File: config.mk
export PLATFORM = sky130hd
export DESIGN_NAME = scr_addr
export DESIGN_NICKNAME = d
export VERILOG_FILES = /design/src/scr_pkg.sv /design/src/scr_addr.sv
export SDC_FILE = /design/constraint.sdc
export NUM_CORES = 1
export LEC_CHECK = 0
export BUFFER_PORTS_ARGS = -buffer_cell sky130_fd_sc_hd__buf_2
export CAP_MARGIN = 25
export CORE_ASPECT_RATIO = 0.75
export CORE_MARGIN = 1.5
export CORE_UTILIZATION = 49
export DETAILED_ROUTE_END_ITERATION = 12
export PLACE_DENSITY = 0.66
export REMOVE_ABC_BUFFERS = 1
export SLEW_MARGIN = 10
export SYNTH_ARGS = -nofsm -noshare
export SYNTH_HDL_FRONTEND = slang
export SYNTH_SLANG_ARGS = --single-unit
File: constraint.sdc
create_clock -name clock -period 15.6 [get_ports clock]
set_clock_uncertainty 0.1 [all_clocks]
set_input_delay 3.12 -clock clock [delete_from_list [all_inputs] [get_ports clock]]
set_output_delay 3.12 -clock clock [all_outputs]
set_load 0.05 [all_outputs]
File: src/scr_pkg.sv
// Shared codes, types and constants for the scatter-reduce store.
package scr_pkg;

   localparam int STORE_DEPTH_DEFAULT = 4096;

   // pipeline depths of the address and combine units
   localparam int ADDR_LATENCY = 3;
   localparam int FPU_LATENCY  = 5;

   localparam logic [1:0] ACT_WRITE   = 2'd0;
   localparam logic [1:0] ACT_SCATTER = 2'd1;
   localparam logic [1:0] ACT_READ    = 2'd2;

   localparam logic [2:0] MODE_ASSIGN = 3'd0;
   localparam logic [2:0] MODE_ADD    = 3'd1;
   localparam logic [2:0] MODE_MUL    = 3'd2;
   localparam logic [2:0] MODE_MAX    = 3'd3;
   localparam logic [2:0] MODE_MIN    = 3'd4;

   localparam logic [1:0] STAT_DONE   = 2'd0;
   localparam logic [1:0] STAT_SKIP   = 2'd1;
   localparam logic [1:0] STAT_BEYOND = 2'd2;

   localparam logic [1:0] CSR_MODE  = 2'd0;
   localparam logic [1:0] CSR_DIM   = 2'd1;
   localparam logic [1:0] CSR_INNER = 2'd2;

   localparam logic [31:0] FP_DEFAULT_NAN = 32'hFFC0_0000;

   typedef struct packed {
      logic        pos_bad;
      logic [39:0] addr;
   } addr_result_type;

endpackage

File: src/scr_addr.sv
// Address generator: (outer*dim_size + position)*inner_size + inner, three stages.
module scr_addr import scr_pkg::*; (
   input  logic               clock,
   input  logic [11:0]        outer_coord,
   input  logic signed [15:0] position,
   input  logic [11:0]        inner_coord,
   input  logic [12:0]        dim_size,
   input  logic [12:0]        inner_size,
   output addr_result_type    result
);

   logic [24:0] prod1_ff, prod1_in;
   logic [12:0] pos1_ff;
   logic        bad1_ff, bad1_in;
   logic [11:0] inner1_ff;

   logic [25:0] base;
   logic [38:0] prod2_ff, prod2_in;
   logic        bad2_ff;
   logic [11:0] inner2_ff;

   logic [39:0] addr_ff, addr_in;
   logic        bad3_ff;

   assign prod1_in = {13'b0, outer_coord} * {12'b0, dim_size};
   // negative positions fail through the sign bit
   assign bad1_in  = position[15] | ({3'b0, position[12:0]} >= {3'b0, dim_size})
                     | (position[14:13] != 2'b00);

   assign base     = {1'b0, prod1_ff} + {13'b0, pos1_ff};
   assign prod2_in = {13'b0, base} * {26'b0, inner_size};
   assign addr_in  = {1'b0, prod2_ff} + {28'b0, inner2_ff};

   always_ff @(posedge clock) begin
      prod1_ff  <= prod1_in;
      pos1_ff   <= position[12:0];
      bad1_ff   <= bad1_in;
      inner1_ff <= inner_coord;
      prod2_ff  <= prod2_in;
      bad2_ff   <= bad1_ff;
      inner2_ff <= inner1_ff;
      addr_ff   <= addr_in;
      bad3_ff   <= bad2_ff;
   end

   assign result.pos_bad = bad3_ff;
   assign result.addr    = addr_ff;

endmodule

==> impl_metrics.env <==
export IMPL_outcome="completed"
export IMPL_path_cells="buf_2, nand2b_1, mux2_2, fa_1, fa_1, inv_1, fa_1, fa_1, inv_1, fa_1, inv_1, ha_1, a21oi_1, o21bai_1, a21oi_1, o221ai_1, a221o_1, nor3_1, o311ai_0, xor2_1"
export IMPL_synthMuxAreaShare=0.0393
export IMPL_rsz0062_at_grt="false"
export IMPL_critPathLaunchType="input port"
export IMPL_gp_congestion=0.839
export IMPL_ys_flop_type="dfxtp_1"
export IMPL_drive_above_1_share=0.0812
export IMPL_firstDrtPassIters=8
export IMPL_yosys_area_share_simple=0.177
export IMPL_hold_path_class="reg -> reg"
export IMPL_r2r_start="prod1_ff[16]"
export IMPL_synthArstFlopShare=0
export IMPL_synthAdderAreaFrac=0.443
export IMPL_worst_path_most_repeated_cell="fa_1"
export IMPL_synthDominantCellAreaShare=0.339
export IMPL_yosys_area_top_type="fa_1"
export IMPL_routed_wl_um=49000
export IMPL_ys_seq_area_frac=0.130
export IMPL_clock_latency_ns=0.44
export IMPL_grt_max_degree=33
export IMPL_critPathMaxFanout=32
export IMPL_num_vias=16400
export IMPL_grt_pass1_wl_um=84700
export IMPL_finalNonFillerCells=3112
export IMPL_crit_start="inner_size[4]"
export IMPL_drc_errors=0
export IMPL_final_nets=3141
export IMPL_io_buffers=107
export IMPL_clock_sinks=144
export IMPL_dp_hpwl_um=39900
export IMPL_cp_end_kind="flop"
export IMPL_tritoncts="done"
export IMPL_worst_slew_margin_rel=0.288
export IMPL_synth_yosys_warnings=0
export IMPL_die_area_sq_um=46700
export IMPL_htreeDepth=4
export IMPL_period_minus_slack_ns=8.67
export IMPL_synth_cell_types=64
export IMPL_worst_pin_slew_ns=1.06
export IMPL_fin_setup_tns_ns=0
export IMPL_first_global_vias=17500
export IMPL_antenna_found_initial=0
export IMPL_worstPathArrival_ns=8.88
export IMPL_finalCritPeriodShare=0.556
export IMPL_hold_violations=0
export IMPL_numCtsBuffers=17
export IMPL_design_core_area_sq_um=44700
export IMPL_synth_cells=2500
export IMPL_initial_core_util=0.497
export IMPL_synth_avg_cell_area_sq_um=8.89
export IMPL_finalSetupViolCount=0
export IMPL_cap_viol_max_count=0
export IMPL_grt_usage=0.223
export IMPL_cts_root_buf="clkbuf_16"
export IMPL_diodes=0
export IMPL_crit_type="in -> reg"
export IMPL_io_pins=108
export IMPL_syn_to_final_growth_pct=6.46
export IMPL_vias_per_cell=5.28
export IMPL_clk_pin_slew_worst_paths_ns=0.06
export IMPL_synth_compound_area_share=0.0672
export IMPL_cts_hold_fix_buffers=0
export IMPL_final_max_slew_viol_count=0
export IMPL_die_h_um=187
export IMPL_rows=67
export IMPL_cts_resized=0
export IMPL_synthXorXnorAreaFrac=0.0394
export IMPL_dp_slack_ns=6.46
export IMPL_cp_num_buf_inv=4
export IMPL_slowest_delay_ns=0.54
export IMPL_drt_iter0_markers=853
export IMPL_setup_ws_ns=6.93
export IMPL_die_w_um=249
export IMPL_synth_top_family_by_area="adder cells"
export IMPL_synthTopCellsByArea="fa_1, dfxtp_1, ha_1"
export IMPL_fmax_mhz=115
export IMPL_syn_area_sq_um=22200
export IMPL_ant_nets=0
export IMPL_dpl_cell_count=3079
export IMPL_worstHoldStart="inner1_ff[10]"
export IMPL_grt_overflow_total=0
export IMPL_cp_slowest_cell="fa_1"
export IMPL_synth_edf_count=0
export IMPL_worstPathRequired_ns=15.81
export IMPL_critical_path_top_delay_family="adder cells"
export IMPL_synth_seq_cells=144
export IMPL_clock_path_buffers=2
export IMPL_cts_setup_buffers=0
export IMPL_wl_per_cell_um=15.7
==> synth_stat cells, drive strengths merged, types with 4 or more instances <==
| master | count |
|---|---|
| a211oi | 5 |
| a21boi | 5 |
| a21o | 30 |
| a21oi | 71 |
| a31oi | 8 |
| and2 | 175 |
| and3 | 31 |
| buf | 9 |
| clkbuf | 118 |
| dfxtp | 144 |
| fa | 376 |
| ha | 185 |
| inv | 477 |
| mux2 | 36 |
| mux2i | 42 |
| nand2 | 349 |
| nand2b | 88 |
| nand3 | 40 |
| nand4 | 19 |
| nor2 | 42 |
| nor2b | 19 |
| nor3 | 8 |
| o211ai | 4 |
| o21a | 16 |
| o21ai | 46 |
| o21bai | 14 |
| xnor2 | 77 |
| xor2 | 23 |
==> metal layers <==
metal	GRT usage	part of all wire
met1	0.295	0.46
met2	0.382	0.47
met3	0.0331	0.050
met4	0.0595	0.020
met5	0	0
==> stage by stage <==
stage                util  hold WS, ns  instance area, sq um
floorplan               -        0.210                 21700
global placement    0.516        0.210                 23100
detailed placement  0.516        0.212                 23100
CTS                 0.529        0.228                 23700
global route        0.530        0.234                 23700
finish              0.530        0.227                 23700
==> cell families (layout without fill, tap and decap cells) <==
| kind of cell | count (synthesis) | count (layout) |
|---|---|---|
| compound gates | 228 | 228 |
| xor+xnor | 100 | 100 |
| fa+ha+maj | 561 | 561 |
| buf+inv | 604 | 630 |
| flops | 144 | 144 |
| mux | 78 | 78 |
| simple gates | 785 | 785 |
==> placed cells by master (no fill, tap or decap), drive strengths merged, types with 4 or more instances in the layout <==
cell type / synthesis / layout
a211oi: 5 / 5
a21boi: 5 / 5
a21o: 30 / 30
a21oi: 71 / 71
a31oi: 8 / 8
and2: 175 / 175
and3: 31 / 31
buf: 9 / 121
clkbuf: 118 / 18
dfxtp: 144 / 144
fa: 376 / 376
ha: 185 / 185
inv: 477 / 485
mux2: 36 / 36
mux2i: 42 / 42
nand2: 349 / 349
nand2b: 88 / 88
nand3: 40 / 40
nand4: 19 / 19
nor2: 42 / 42
nor2b: 19 / 19
nor3: 8 / 8
o211ai: 4 / 4
o21a: 16 / 16
o21ai: 46 / 46
o21bai: 14 / 14
xnor2: 77 / 77
xor2: 23 / 23
==> final timing paths <==
path / depth (start not counted) / slack (ns) / end
min reg2reg: 0 / 0.23 / inner2_ff[10]
min: 0 / 0.23 / inner2_ff[10]
max: 20 / 6.93 / prod2_ff[37]
max reg2reg: 26 / 7.64 / prod2_ff[34]
==> cell type report <==
| class | count | area (sq um) |
|---|---|---|
| fillers | 4072 | 21000 |
| multi-input cells | 1752 | 17000 |
| flip-flops and latches | 144 | 2880 |
| inverters | 477 | 1790 |
| well taps | 586 | 733 |
| repair buffers | 121 | 641 |
| clock buffers | 18 | 439 |
| clock inverters | 14 | 149 |
==> state kept, by name, summed over array words and instances (netlist names) <==
name       count
addr_ff       40
bad3_ff        1
bad2_ff        1
prod2_ff      39
bad1_ff        1
inner1_ff     12
inner2_ff     12
prod1_ff      25
pos1_ff       13
Power is left out: the tool's default activity adds up to more than one toggle a clock period on the data nets, which glitch-free logic cannot reach.
