**config.mk**
```make
export PLATFORM = sky130hd
export DESIGN_NAME = scr_fpu
export DESIGN_NICKNAME = d
export VERILOG_FILES = /design/src/scr_pkg.sv /design/src/scr_fpu.sv
export SDC_FILE = /design/constraint.sdc
export NUM_CORES = 2
export LEC_CHECK = 0
export ABC_AREA = 1
export BUFFER_PORTS_ARGS = -buffer_cell sky130_fd_sc_hd__buf_2
export CAP_MARGIN = 20
export CELL_PAD_IN_SITES_DETAIL_PLACEMENT = 0
export CELL_PAD_IN_SITES_GLOBAL_PLACEMENT = 1
export CORE_UTILIZATION = 48
export DETAILED_ROUTE_END_ITERATION = 10
export HOLD_SLACK_MARGIN = 0.02
export PLACE_DENSITY = 0.83
export SETUP_SLACK_MARGIN = 0.02
export SYNTH_ARGS = -nofsm -noshare
export SYNTH_HDL_FRONTEND = slang
export SYNTH_SLANG_ARGS = --single-unit
```
**constraint.sdc**
```tcl
create_clock -name clock -period 9.8 [get_ports clock]
set_clock_uncertainty 0.05 [all_clocks]
set_input_delay 1.96 -clock clock [delete_from_list [all_inputs] [get_ports clock]]
set_output_delay 1.96 -clock clock [all_outputs]
set_load 0.02 [all_outputs]
```
**src/scr_pkg.sv**
```systemverilog
// Shared codes, types and constants for the scatter-reduce store.
package scr_pkg;

   localparam int STORE_DEPTH_DEFAULT = 4096;

   // pipeline depths of the address and combine units
   localparam int ADDR_LATENCY = 3;
   localparam int FPU_LATENCY  = 5;

   localparam logic [1:0] ACT_WRITE   = 2'd0;
   localparam logic [1:0] ACT_SCATTER = 2'd1;
   localparam logic [1:0] ACT_READ    = 2'd2;

   localparam logic [2:0] MODE_ASSIGN = 3'd0;
   localparam logic [2:0] MODE_ADD    = 3'd1;
   localparam logic [2:0] MODE_MUL    = 3'd2;
   localparam logic [2:0] MODE_MAX    = 3'd3;
   localparam logic [2:0] MODE_MIN    = 3'd4;

   localparam logic [1:0] STAT_DONE   = 2'd0;
   localparam logic [1:0] STAT_SKIP   = 2'd1;
   localparam logic [1:0] STAT_BEYOND = 2'd2;

   localparam logic [1:0] CSR_MODE  = 2'd0;
   localparam logic [1:0] CSR_DIM   = 2'd1;
   localparam logic [1:0] CSR_INNER = 2'd2;

   localparam logic [31:0] FP_DEFAULT_NAN = 32'hFFC0_0000;

   typedef struct packed {
      logic        pos_bad;
      logic [39:0] addr;
   } addr_result_type;

endpackage

```
**src/scr_fpu.sv**
```systemverilog
// Combine unit: fp32 assign, add, multiply, max and min in five stages.
module scr_fpu import scr_pkg::*; (
   input  logic        clock,
   input  logic [2:0]  mode,
   input  logic [31:0] d_bits,
   input  logic [31:0] s_bits,
   output logic [31:0] r_bits
);

   function automatic logic fp_lt(input logic [31:0] a, input logic [31:0] b);
      logic a_nan;
      logic b_nan;
      logic res;
      a_nan = (a[30:23] == 8'hFF) && (a[22:0] != 23'b0);
      b_nan = (b[30:23] == 8'hFF) && (b[22:0] != 23'b0);
      if (a_nan || b_nan) begin
         res = 1'b0;
      end else if ((a[30:0] == 31'b0) && (b[30:0] == 31'b0)) begin
         res = 1'b0;
      end else if (a[31] != b[31]) begin
         res = a[31];
      end else if (!a[31]) begin
         res = a[30:0] < b[30:0];
      end else begin
         res = a[30:0] > b[30:0];
      end
      return res;
   endfunction

   function automatic logic [5:0] lead_zeros(input logic [47:0] v);
      logic [5:0] n;
      logic       found;
      n     = 6'd48;
      found = 1'b0;
      for (int i = 47; i >= 0; i--) begin
         if (!found && v[i]) begin
            n     = 6'(47 - i);
            found = 1'b1;
         end
      end
      return n;
   endfunction

   // ---- stage 1: unpack, special cases, alignment
   logic        d_nan, s_nan, d_inf, s_inf, d_zero, s_zero;
   logic [23:0] d_m, s_m, a_m, b_m;
   logic [7:0]  d_e, s_e, a_e, b_e, diff;
   logic        a_sg, b_sg, d_big;
   logic [4:0]  dsh;
   logic [53:0] b_shift;
   logic [26:0] b_aligned;
   logic        is_mul;
   logic        spec_in;
   logic [31:0] specval_in;
   logic [9:0]  e0_in;
   logic        sign_in;
   logic [26:0] op_a_in, op_b_in;

   logic        spec1_ff, mul1_ff, sub1_ff, sign1_ff;
   logic [31:0] specval1_ff;
   logic [9:0]  e01_ff;
   logic [26:0] op_a1_ff, op_b1_ff;

   assign d_nan  = (d_bits[30:23] == 8'hFF) && (d_bits[22:0] != 23'b0);
   assign s_nan  = (s_bits[30:23] == 8'hFF) && (s_bits[22:0] != 23'b0);
   assign d_inf  = (d_bits[30:23] == 8'hFF) && (d_bits[22:0] == 23'b0);
   assign s_inf  = (s_bits[30:23] == 8'hFF) && (s_bits[22:0] == 23'b0);
   assign d_zero = d_bits[30:0] == 31'b0;
   assign s_zero = s_bits[30:0] == 31'b0;
   assign d_m    = {d_bits[30:23] != 8'h00, d_bits[22:0]};
   assign s_m    = {s_bits[30:23] != 8'h00, s_bits[22:0]};
   assign d_e    = (d_bits[30:23] == 8'h00) ? 8'd1 : d_bits[30:23];
   assign s_e    = (s_bits[30:23] == 8'h00) ? 8'd1 : s_bits[30:23];

   assign d_big  = d_bits[30:0] >= s_bits[30:0];
   assign a_m    = d_big ? d_m : s_m;
   assign b_m    = d_big ? s_m : d_m;
   assign a_e    = d_big ? d_e : s_e;
   assign b_e    = d_big ? s_e : d_e;
   assign a_sg   = d_big ? d_bits[31] : s_bits[31];
   assign b_sg   = d_big ? s_bits[31] : d_bits[31];
   assign diff   = a_e - b_e;
   assign dsh    = (diff > 8'd27) ? 5'd27 : diff[4:0];
   assign b_shift   = {b_m, 3'b0, 27'b0} >> dsh;
   assign b_aligned = {b_shift[53:28], b_shift[27] | (b_shift[26:0] != 27'b0)};

   assign is_mul = mode == MODE_MUL;

   always_comb begin
      spec_in    = 1'b1;
      specval_in = s_bits;
      case (mode)
         MODE_ADD: begin
            if (d_nan) begin
               specval_in = d_bits | 32'h0040_0000;
            end else if (s_nan) begin
               specval_in = s_bits | 32'h0040_0000;
            end else if (d_inf && s_inf && (d_bits[31] != s_bits[31])) begin
               specval_in = FP_DEFAULT_NAN;
            end else if (d_inf) begin
               specval_in = d_bits;
            end else if (s_inf) begin
               specval_in = s_bits;
            end else begin
               spec_in = 1'b0;
            end
         end
         MODE_MUL: begin
            if (d_nan) begin
               specval_in = d_bits | 32'h0040_0000;
            end else if (s_nan) begin
               specval_in = s_bits | 32'h0040_0000;
            end else if ((d_inf && s_zero) || (s_inf && d_zero)) begin
               specval_in = FP_DEFAULT_NAN;
            end else if (d_inf || s_inf) begin
               specval_in = {d_bits[31] ^ s_bits[31], 8'hFF, 23'b0};
            end else begin
               spec_in = 1'b0;
            end
         end
         MODE_MAX: specval_in = fp_lt(d_bits, s_bits) ? s_bits : d_bits;
         MODE_MIN: specval_in = fp_lt(s_bits, d_bits) ? s_bits : d_bits;
         default:  specval_in = s_bits;
      endcase
   end

   assign e0_in   = is_mul ? ({2'b0, d_e} + {2'b0, s_e} - 10'd126) : ({2'b0, a_e} + 10'd1);
   assign sign_in = is_mul ? (d_bits[31] ^ s_bits[31]) : a_sg;
   assign op_a_in = is_mul ? {3'b0, d_m} : {a_m, 3'b0};
   assign op_b_in = is_mul ? {3'b0, s_m} : b_aligned;

   always_ff @(posedge clock) begin
      spec1_ff    <= spec_in;
      specval1_ff <= specval_in;
      mul1_ff     <= is_mul;
      sub1_ff     <= a_sg ^ b_sg;
      sign1_ff    <= sign_in;
      e01_ff      <= e0_in;
      op_a1_ff    <= op_a_in;
      op_b1_ff    <= op_b_in;
   end

   // ---- stage 2: add/subtract or multiply
   logic [27:0] sum28;
   logic [47:0] m2_in;
   logic        sign2_in;
   logic [47:0] m2_ff;
   logic [9:0]  e02_ff;
   logic        sign2_ff, spec2_ff;
   logic [31:0] specval2_ff;

   assign sum28 = sub1_ff ? ({1'b0, op_a1_ff} - {1'b0, op_b1_ff})
                          : ({1'b0, op_a1_ff} + {1'b0, op_b1_ff});
   assign m2_in = mul1_ff ? (op_a1_ff[23:0] * op_b1_ff[23:0]) : {sum28, 20'b0};
   // exact cancellation rounds to +0
   assign sign2_in = (!mul1_ff && sub1_ff && (sum28 == 28'b0)) ? 1'b0 : sign1_ff;

   always_ff @(posedge clock) begin
      m2_ff       <= m2_in;
      e02_ff      <= e01_ff;
      sign2_ff    <= sign2_in;
      spec2_ff    <= spec1_ff;
      specval2_ff <= specval1_ff;
   end

   // ---- stage 3: leading-zero count and shift plan
   logic [5:0]  lz;
   logic [9:0]  lim, ls, rs;
   logic        left_in;
   logic [5:0]  amt_in;
   logic [9:0]  exp3_in;
   logic [47:0] m3_ff;
   logic        left3_ff, sign3_ff, spec3_ff;
   logic [5:0]  amt3_ff;
   logic [9:0]  exp3_ff;
   logic [31:0] specval3_ff;

   assign lz      = lead_zeros(m2_ff);
   assign left_in = !e02_ff[9] && (e02_ff != 10'd0);
   assign lim     = e02_ff - 10'd1;
   assign ls      = ({4'b0, lz} < lim) ? {4'b0, lz} : lim;
   assign rs      = 10'd1 - e02_ff;
   assign amt_in  = left_in ? ls[5:0] : ((rs > 10'd48) ? 6'd48 : rs[5:0]);
   assign exp3_in = left_in ? (e02_ff - ls) : 10'd0;

   always_ff @(posedge clock) begin
      m3_ff       <= m2_ff;
      left3_ff    <= left_in;
      amt3_ff     <= amt_in;
      exp3_ff     <= exp3_in;
      sign3_ff    <= sign2_ff;
      spec3_ff    <= spec2_ff;
      specval3_ff <= specval2_ff;
   end

   // ---- stage 4: normalize and pick rounding increment
   logic [95:0] rsh;
   logic [47:0] n;
   logic        st_r, sticky, ovf_in, inc_in;
   logic [7:0]  efield;
   logic [30:0] packed4_ff;
   logic        inc4_ff, ovf4_ff, sign4_ff, spec4_ff;
   logic [31:0] specval4_ff;

   assign rsh    = {m3_ff, 48'b0} >> amt3_ff;
   assign n      = left3_ff ? (m3_ff << amt3_ff) : rsh[95:48];
   assign st_r   = left3_ff ? 1'b0 : (rsh[47:0] != 48'b0);
   assign sticky = st_r | (n[22:0] != 23'b0);
   assign ovf_in = n[47] && (exp3_ff >= 10'd255);
   assign efield = n[47] ? exp3_ff[7:0] : 8'd0;
   assign inc_in = n[23] & (sticky | n[24]);

   always_ff @(posedge clock) begin
      packed4_ff  <= {efield, n[46:24]};
      inc4_ff     <= inc_in;
      ovf4_ff     <= ovf_in;
      sign4_ff    <= sign3_ff;
      spec4_ff    <= spec3_ff;
      specval4_ff <= specval3_ff;
   end

   // ---- stage 5: round and pack; carry may run into the exponent
   logic [31:0] r_in, r_ff;

   always_comb begin
      if (spec4_ff) begin
         r_in = specval4_ff;
      end else if (ovf4_ff) begin
         r_in = {sign4_ff, 8'hFF, 23'b0};
      end else begin
         r_in = {sign4_ff, packed4_ff + {30'b0, inc4_ff}};
      end
   end

   always_ff @(posedge clock) begin
      r_ff <= r_in;
   end

   assign r_bits = r_ff;

endmodule

```
==> impl_metrics.yaml <==
final_layout:
  post-route-util_pct: 51.93
  regArea_mm2: 0.007811
  num-fill-cells: 8724
  instances_no_fill: 7028
  drive_gt1_share_pct: 5.491
  mostFrequentLayoutCells: "nand2_1 (1485), inv_1 (1121), fa_1 (485), o21ai_0 (437), dfxtp_1 (387)"
  final_common_cell: "nand2_1"
  syn_to_final_growth_pct: 6.779
  fin_nets: 6651
  multi_input_area_mm2: 0.02902
placement:
  place_congestion: 1.007
  dp.cells: 6942
  io_buffers: 99
  hpwl_um: 107800
worst_hold_path:
  hp-class: "flop to flop"
detailed_routing:
  wirelength_um: 137000
  drcViolationCount: 0
  dr.pass1.iters: 6
  drt_iter0_markers: 3996
  vias_per_cell: 5.478
  antenna_left: 0
  vias: 38500
  wire_per_inst_um: 19.50
cts:
  clockBufferDepth: 3
  htreeDepth: 2
  clk_latency_ns: 0.60
  path_clk_slew_ns: 0.06
  cts-root-buf: "clkbuf_16"
  numCtsBuffers: 42
  cts_sinks: 390
  cts_tree: "built"
  cts_hold_buf: 0
  cts_resized: 0
  post_cts.repair.setup_buffers: 0
floorplanning:
  start_util_pct: 48.63
  fp.dieW_um: 298.9
  core_mm2: 0.08702
  die_area_mm2: 0.08936
  die_h_um: 298.9
  rows: 108
  io_pins: 100
worst_setup_path:
  end_kind: "flop"
  critPathLaunchType: "flop"
  crit_top_cell: "nand2_1"
  cp_max_fo: 16
  arrival_ns: 8.78
  cp.required_ns: 10.19
  slowest_delay_ns: 0.85
  cp_slowest_cell: "dfxtp_1"
  worst-setup-path-type: "flop to flop"
timing:
  hold_viol: 0
  period_minus_slack_ns: 8.382
  post-route-period-util_pct: 85.53
  setup_violations: 0
  drv_slew: 0
  rsz0062_at_grt: "false"
  fmax_ghz: 0.1193
  max_slew.worst_pin.slew_ns: 1.180
  relSlewSlack_pct: 21.09
  setup_tns_ns: 0
logic_synthesis:
  ys_types: 66
  ys_warn_count: 0
  ys_seq_area_share_pct: 18.45
  syn-num-nets: 6751
  synth_edf_count: 0
  syn_area_per_cell_um2: 7.136
  synth_flop_cell: "dfxtp_1"
  async_flop_share_pct: 0
  synthCells: 5931
  synth_seq_cells: 390
  syn_area_mm2: 0.04232
global_routing:
  grt_max_degree: 96
  grt_remaining_overflow: 0
  antenna_found_initial: 12
  grt_pass1_wl_um: 214500
  grt_pass1_vias: 37490
  grt_usage_pct: 30.64
job:
  cap_violations: 0
outcome:
  status: "completed"
power_and_ir_drop:
  power.density_mw_per_mm2: 263.5
  p_leak_nw: 23.31
  power_mw: 11.91
  vdd_drop_max_mv: 0.2945
-- cell families after synthesis --
group	share of synthesized area [%]
adder cells (fa/ha/maj)	30.84
flip-flops	18.45
buffers and inverters	13.06
multiplexers	0.3311
XOR/XNOR	2.149
AND/OR/NAND/NOR	21.39
AO/OA/AOI/OAI	13.78
other	0.008861
-- worst max-delay path: cells and delay by family, from the launching register on --
| family | cells | cell delay [ns] |
|---|---|---|
| AO/OA/AOI/OAI | 8 | 1.42 |
| XOR/XNOR | 1 | 0.19 |
| adder cells (fa/ha/maj) | 8 | 3.83 |
| buffers and inverters | 6 | 0.74 |
| flip-flops | 1 | 0.85 |
| AND/OR/NAND/NOR | 14 | 1.16 |
-- synth_stat cells (5+ instances only) --
cell type / count / share of area (%)
a211oi_1: 8 / 0.14
a21oi_1: 329 / 3.9
a31oi_1: 24 / 0.35
a32o_1: 15 / 0.35
buf_1: 57 / 0.51
buf_2: 13 / 0.15
clkbuf_1: 253 / 2.2
clkinv_1: 6 / 0.053
dfxtp_1: 390 / 18
fa_1: 485 / 23
ha_1: 267 / 7.9
inv_1: 1123 / 10
inv_2: 8 / 0.071
mux2i_1: 14 / 0.33
nand2_1: 1485 / 13
nand2_2: 11 / 0.16
nand3_1: 225 / 2.7
nand3b_1: 5 / 0.089
nand4_1: 72 / 1.1
nand4_2: 5 / 0.15
nor2_1: 255 / 2.3
nor2_2: 11 / 0.16
nor2_4: 6 / 0.16
nor3_1: 47 / 0.56
nor4_1: 41 / 0.61
o2111ai_1: 39 / 0.81
o211ai_1: 50 / 0.89
o21a_1: 12 / 0.21
o21ai_0: 437 / 5.2
o21ai_1: 22 / 0.26
o21bai_1: 7 / 0.12
o22ai_1: 26 / 0.38
o31ai_1: 10 / 0.18
o32ai_1: 12 / 0.25
xnor2_1: 43 / 0.89
xor2_1: 59 / 1.2
-- metrics by stage --
stage | setup WS, ns | hold slack [ns] | area [um^2]
2_1_floorplan | 2.594 | 0.2596 | 42320
3_3_place_gp | 1.321 | 0.2598 | 43670
3_5_place_dp | 1.491 | 0.2621 | 43690
4_1_cts | 1.480 | 0.2454 | 45170
5_1_grt | 0.8103 | 0.2536 | 45190
6_report | 1.418 | 0.2597 | 45190
-- sequential cells by signal, summed over array words and instances (netlist names), 27 cells and up --
| name | count |
|---|---|
| packed4_ff | 31 |
| m3_ff | 48 |
| m2_ff | 48 |
| op_b1_ff | 27 |
| specval3_ff | 32 |
| specval2_ff | 32 |
| specval1_ff | 32 |
| r_bits | 32 |
| op_a1_ff | 27 |
| specval4_ff | 32 |
-- routing by layer --
layer	wire length [um]	part of all wire (%)	global-route usage (%)	vias to the layer above
met5	0	0	0	-
met4	4714	3.4	9.597	0
met3	10220	7.5	3.999	271
met2	61000	45	48.50	1523
met1	61080	45	43.40	18310
li1	-	-	-	18390
-- power breakdown --
group / switching, mW / leakage (nW) / internal, mW
clock: 0.716 / 0.702 / 0.950
combinational: 5.20 / 19.3 / 2.66
sequential: 0.386 / 3.26 / 1.99
-- cell type report --
type	instances	share of cell area, %
clock buffers	51	2.489
diodes	9	0.04984
flip-flops and latches	390	17.29
well taps	1155	3.198
multi-input cells	4077	64.21
repair buffers	183	2.547
inverters	1137	9.444
clock inverters	26	0.7725
-- final timing paths --
kind                from   endpoint  slack [ns]  cells after the start
max          op_b1_ff[2]  m2_ff[47]        1.42                     37
min             spec2_ff   spec3_ff        0.26                      0
max reg2reg  op_b1_ff[2]  m2_ff[47]        1.42                     37
min reg2reg     spec2_ff   spec3_ff        0.26                      0
(Power assumes the default switching activity.)
